## src/design/mrc_pkg.sv

```systemverilog
// Shared types, constants and the byte-wide CRC-16 update for the response checker.
package mrc_pkg;

  localparam int unsigned CntW = 9;

  localparam logic [15:0] CrcInit   = 16'hFFFF;
  localparam logic [15:0] CrcPoly   = 16'hA001;
  localparam logic [15:0] CrcLsb    = 16'h0001;
  localparam logic [7:0]  FuncReset = 8'h03;

  typedef struct packed {
    logic [7:0] data_byte;
    logic       last_byte;
  } beat_t;

  typedef struct packed {
    logic            crc_ok;
    logic            function_ok;
    logic [CntW-1:0] frame_length;
    logic            too_long;
    logic [15:0]     computed_crc;
    logic [15:0]     received_crc;
  } result_t;

  // Reflected CRC-16, one byte, LSB first.
  function automatic logic [15:0] crc_feed(input logic [15:0] crc, input logic [7:0] b);
    logic [15:0] c;
    c = crc ^ {8'h00, b};
    for (int k = 0; k < 8; k++) begin
      if ((c & CrcLsb) != 16'h0000) begin
        c = (c >> 1) ^ CrcPoly;
      end else begin
        c = c >> 1;
      end
    end
    return c;
  endfunction

endpackage

```

## src/design/mrc_frame.sv

```systemverilog
// Frame state (CRC, delay line, count) and the per-beat result computation.
module mrc_frame #(
  parameter int unsigned MAX_FRAME_BYTES = 256
) (
  input  logic             clk_i,
  input  logic             rst_ni,
  input  logic             beat_valid_i,
  input  mrc_pkg::beat_t   beat_i,
  input  logic             res_free_i,
  input  logic [7:0]       expected_function_i,
  output logic             take_o,
  output logic             res_we_o,
  output mrc_pkg::result_t res_o
);

  localparam logic [mrc_pkg::CntW-1:0] MaxCnt = mrc_pkg::CntW'(MAX_FRAME_BYTES);
  localparam logic [mrc_pkg::CntW-1:0] CntOne = mrc_pkg::CntW'(1);
  localparam logic [mrc_pkg::CntW-1:0] CntTwo = mrc_pkg::CntW'(2);
  localparam logic [mrc_pkg::CntW-1:0] CntFour = mrc_pkg::CntW'(4);

  logic [15:0]               acc_q, acc_d, acc_next;
  logic [7:0]                d0_q, d0_d, d1_q, d1_d;
  logic [7:0]                fb_q, fb_d;
  logic [mrc_pkg::CntW-1:0]  cnt_q, cnt_d, len;
  logic                      ovf_q, ovf_d, ovf_next;
  logic [15:0]               rx_crc;
  logic                      len_ge2;

  // A non-final beat never waits; the final one needs the result register.
  assign take_o   = beat_valid_i && (!beat_i.last_byte || res_free_i);
  assign res_we_o = take_o && beat_i.last_byte;

  always_comb begin
    // oldest delayed byte joins the CRC once two bytes are held
    acc_next = (cnt_q >= CntTwo) ? mrc_pkg::crc_feed(acc_q, d0_q) : acc_q;
    ovf_next = ovf_q || (cnt_q >= MaxCnt);
    len      = (cnt_q >= MaxCnt) ? cnt_q : cnt_q + CntOne;
    len_ge2  = (len >= CntTwo);
    rx_crc   = len_ge2 ? {beat_i.data_byte, d1_q} : 16'h0000;

    res_o.crc_ok       = len_ge2 && (acc_next == rx_crc);
    res_o.function_ok  = (len < CntFour) || (fb_q == expected_function_i);
    res_o.frame_length = len;
    res_o.too_long     = ovf_next;
    res_o.computed_crc = acc_next;
    res_o.received_crc = rx_crc;

    acc_d = acc_q;
    d0_d  = d0_q;
    d1_d  = d1_q;
    fb_d  = fb_q;
    cnt_d = cnt_q;
    ovf_d = ovf_q;
    if (take_o) begin
      if (cnt_q == CntOne) begin
        fb_d = beat_i.data_byte;
      end
      if (beat_i.last_byte) begin
        acc_d = mrc_pkg::CrcInit;
        d0_d  = 8'h00;
        d1_d  = 8'h00;
        cnt_d = '0;
        ovf_d = 1'b0;
      end else begin
        acc_d = acc_next;
        d0_d  = d1_q;
        d1_d  = beat_i.data_byte;
        cnt_d = len;
        ovf_d = ovf_next;
      end
    end
  end

  always_ff @(posedge clk_i or negedge rst_ni) begin
    if (!rst_ni) begin
      acc_q <= mrc_pkg::CrcInit;
      d0_q  <= 8'h00;
      d1_q  <= 8'h00;
      fb_q  <= 8'h00;
      cnt_q <= '0;
      ovf_q <= 1'b0;
    end else begin
      acc_q <= acc_d;
      d0_q  <= d0_d;
      d1_q  <= d1_d;
      fb_q  <= fb_d;
      cnt_q <= cnt_d;
      ovf_q <= ovf_d;
    end
  end

`ifndef NO_ASSERTIONS
  a_clear_after_frame: assert property (@(posedge clk_i) disable iff (!rst_ni)
    res_we_o |=> (cnt_q == '0) && !ovf_q && (acc_q == mrc_pkg::CrcInit))
    else $error("frame state not cleared after final beat");
  a_count_bounded: assert property (@(posedge clk_i) disable iff (!rst_ni)
    cnt_q <= MaxCnt)
    else $error("byte count beyond maximum");
  a_ovf_at_max: assert property (@(posedge clk_i) disable iff (!rst_ni)
    ovf_q |-> cnt_q == MaxCnt)
    else $error("overflow flag set below maximum count");
`endif

endmodule

```

## config.mk

```make
export PLATFORM = sky130hd
export DESIGN_NAME = mrc_frame
export DESIGN_NICKNAME = d
export VERILOG_FILES = /design/src/design/mrc_pkg.sv /design/src/design/mrc_frame.sv
export SDC_FILE = /design/constraint.sdc
export NUM_CORES = 1
export LEC_CHECK = 0
export ABC_AREA = 1
export ABC_CLOCK_PERIOD_IN_PS = 2200
export BUFFER_PORTS_ARGS = -buffer_cell sky130_fd_sc_hd__buf_4
export CAP_MARGIN = 20
export CORE_MARGIN = 4
export CORE_UTILIZATION = 52
export CTS_BUF_LIST = sky130_fd_sc_hd__clkbuf_4 sky130_fd_sc_hd__clkbuf_8
export DETAILED_ROUTE_END_ITERATION = 16
export PLACE_DENSITY = 0.79
export SETUP_SLACK_MARGIN = 0.1
export SKIP_CTS_REPAIR_TIMING = 1
export SKIP_LAST_GASP = 1
export SYNTH_ARGS = -nofsm -noshare
export SYNTH_HDL_FRONTEND = slang
export SYNTH_SLANG_ARGS = --single-unit
```

## constraint.sdc

```tcl
create_clock -name clk_i -period 2.2 [get_ports clk_i]
set_clock_uncertainty 0.05 [all_clocks]
set_input_delay 0.11 -clock clk_i [delete_from_list [all_inputs] [get_ports clk_i]]
set_output_delay 0.11 -clock clk_i [all_outputs]
set_load 0.05 [all_outputs]
```

==> flow_metrics.tcl <==
set metrics [dict create \
    reg2reg_slack_ns -0.10 \
    yosys_warnings 0 \
    synth-seq-area-share_pct 38.53 \
    dieHeight_um 87.66 \
    drt_iter0_markers 444 \
    start_util_pct 54.75 \
    first_global_vias 3808 \
    finalSetupViolations 27 \
    critical_path.reg2reg.startpoint "acc_q[1]" \
    grt_pass1_wl_um 17630 \
    synth_area_leader_cell "dfrtp_1" \
    synth_edf_count 0 \
    crit_path_end_kind "output pin" \
    ir_drop_mv 1.305 \
    place.gp.congestion 0.9098 \
    slew_headroom_pct 55.46 \
    grt_overflow 0 \
    grt_max_degree 51 \
    ys_types 34 \
    r2r-end "acc_q[0]" \
    area_growth_pct 61.21 \
    ys_ff_latch 50 \
    die_area_mm2 0.007683 \
    syn-num-nets 489 \
    drc 0 \
    final_cell_mix "buf_4 (143), nand2_1 (86), inv_1 (84), nand2_2 (47), o22ai_1 (35)" \
    critPathMaxStageDelay_ns 0.57 \
    layout_commonest_cell "buf_4" \
    worstSetupEndpoint "res_o[43]" \
    hold_viol_final 0 \
    seqCellArea_mm2 0.001275 \
    cp.required_ns 2.04 \
    htree_levels 2 \
    tightest_slew_ns 0.6681 \
    crit_family "simple AND/OR/NAND/NOR gates" \
    diodes 0 \
    drive_gt1_share_pct 49.37 \
    leakagePower_nw 2.803 \
    path_class "flip-flop to output pin" \
    grt.total_usage_pct 29.13 \
    crit_arrival_ns 2.74 \
    viasPerCell 5.980 \
    reg2reg_depth 16 \
    power_density_mw_per_mm2 1460 \
    rsz0062_at_grt "yes" \
    post_drt_wl_per_cell_um 19.08 \
    critPathLaunchType "flip-flop" \
    crit_start "acc_q[1]" \
    synth_area_per_cell_um2 7.096 \
    final_nets 657 \
    maxSlewViolCount 0 \
    cts_tree "done" \
    synth_area_mm2 0.003299 \
    num-fill-cells 272 \
    setup_ws_ns -0.7041 \
    postSynthCellCount 465 \
    period_minus_slack_ns 2.904 \
    crit_chain "inv_1, nand2_1, nand2_1, nand2_1, nand2_2, buf_4, nand2_2, nand2_2, nand2_1, nand3b_1, buf_4, nand4_1, nand2_2, nand2_1, nand3_2, nor2_4, buf_8" \
    routed_wl_um 13530 \
    rows 28 \
    cts.sinks 50 \
    drtAntennaViolNets 0 \
    outcome "finished with violations" \
    hold_class "input port to flip-flop" \
    placedCellCount 688 \
    cts_buffers 5 \
    p_total_mw 7.765 \
    slowest_stage "dfstp_2" \
    final_cells 709 \
    crit_buf_inv 4 \
    clockBufferDepth 2 \
    ys_async_sr_fraction_pct 100.0 \
    synthTopCellsByArea "dfrtp_1 (26%), nand2_1 (15%), dfstp_2 (13%)" \
    coreArea_mm2 0.006026 \
    root_buffer "clkbuf_8" \
    fmax_ghz 0.3443 \
    ys.flop_type "dfrtp_1" \
    clock_latency_ns 0.33 \
    die_width_um 87.66 \
    crit_path_frequent_cell "nand2_1" \
    cp_max_fo 3 \
    io_pins 67 \
    violations "negative setup slack" \
    finalCritPeriodShare_pct 132.0 \
    multiInputGateArea_mm2 0.001997 \
    antenna_found_initial 0 \
    yosys.area.top_type_share_pct 25.79 \
    first_pass_iters 5 \
    dp_hpwl_um 8029 \
    max_cap_viol_count 0 \
    cp.depth 17 \
    port_buffers 66 \
    vias 4240 \
    clk_pin_slew_ns 0.11 \
]
-- registers in the layout, summed over array words and instances (netlist names) --
| signal | count |
|---|---|
| ovf_q | 1 |
| acc_q | 16 |
| cnt_q | 9 |
| d1_q | 8 |
| d0_q | 8 |
| fb_q | 8 |
-- synthesized netlist by cell type (2+ instances only) --
| cell type | instances |
|---|---|
| buf_2 | 2 |
| buf_6 | 2 |
| clkbuf_1 | 8 |
| dfrtp_1 | 34 |
| dfstp_2 | 16 |
| ha_1 | 3 |
| inv_1 | 95 |
| inv_2 | 3 |
| nand2_1 | 131 |
| nand2_2 | 10 |
| nand2_4 | 2 |
| nand3_1 | 26 |
| nand3b_1 | 4 |
| nand4_1 | 11 |
| nor2_1 | 17 |
| nor2_2 | 2 |
| nor2_4 | 3 |
| o21a_1 | 3 |
| o21ai_0 | 22 |
| o21ai_1 | 7 |
| o22ai_1 | 36 |
| xnor2_1 | 13 |
| xor2_1 | 4 |
-- layout make-up --
cell class	instances	area share, %
clock buffer	5	1.294
clock inverter	3	0.5410
inverter	99	7.269
multi-input combinational	304	37.54
sequential	50	23.97
tap	75	1.764
timing repair buffer	173	27.62
-- routing by layer --
layer  global-route usage [%]  part of all wire [%]  up-vias
met4                    10.18                   5.2        0
met2                    50.68                    50      307
li1                         -                     -     1804
met3                    4.798                   8.2       87
met1                    36.51                    37     2042
met5                        0                     0        -
-- where the power goes --
group	total (mW)	internal (mW)	switching, mW
logic	5.75	2.35	3.39
registers	1.40	1.20	0.196
clock network	0.621	0.237	0.384
-- worst reg2reg max path, stage by stage (launching register included) --
cell and delay, ns:
dfstp_2 0.57, inv_1 0.06, nand2_1 0.09, nand2_1 0.10
nand2_1 0.09, nand2_2 0.07, buf_4 0.14, nand2_2 0.10
nand2_2 0.08, nand2_1 0.07, nand3b_1 0.13, buf_4 0.16
nand4_1 0.14, nand2_2 0.11, buf_6 0.14, o22ai_2 0.09
inv_1 0.05
-- logic make-up after synthesis --
family                     synth area share, %
and+or+nand+nor                          28.86
buffers and inverters                    13.58
AOI/OAI and AO/OA                        12.89
DFF                                      38.53
xor gates and xnor gates                 5.006
adders and majority gates                1.138
-- how the worst min path moves through the flow --
| stage | start | to | slack, ns | depth (start not counted) |
|---|---|---|---|---|
| 4_1_cts | rst_ni | cnt_q[2] | -0.22 | 1 |
| 5_1_grt | beat_i[8] | d1_q[7] | 0.04 | 3 |
| 2_1_floorplan | rst_ni | cnt_q[0] | -0.24 | 0 |
| 6_report | beat_i[1] | d1_q[0] | 0.02 | 3 |
| 3_3_place_gp | rst_ni | cnt_q[3] | 0.12 | 1 |
| 3_5_place_dp | rst_ni | cnt_q[3] | 0.13 | 1 |
-- stage by stage --
step	worst slack, ns	area [um2]	TNS (ns)	hold WS, ns	util (%)
finish	-0.7041	5319	-5.862	0.02417	88.27
global route	-0.9701	5319	-9.207	0.03954	88.27
CTS	-0.7399	4820	-7.082	-0.2192	79.98
detailed placement	-0.3744	4722	-0.4832	0.1293	78.36
global placement	-0.2440	4722	-0.2440	0.1224	78.36
floorplan	-0.3571	3480	-0.5506	-0.2356	-
(Power assumes the default switching activity.)
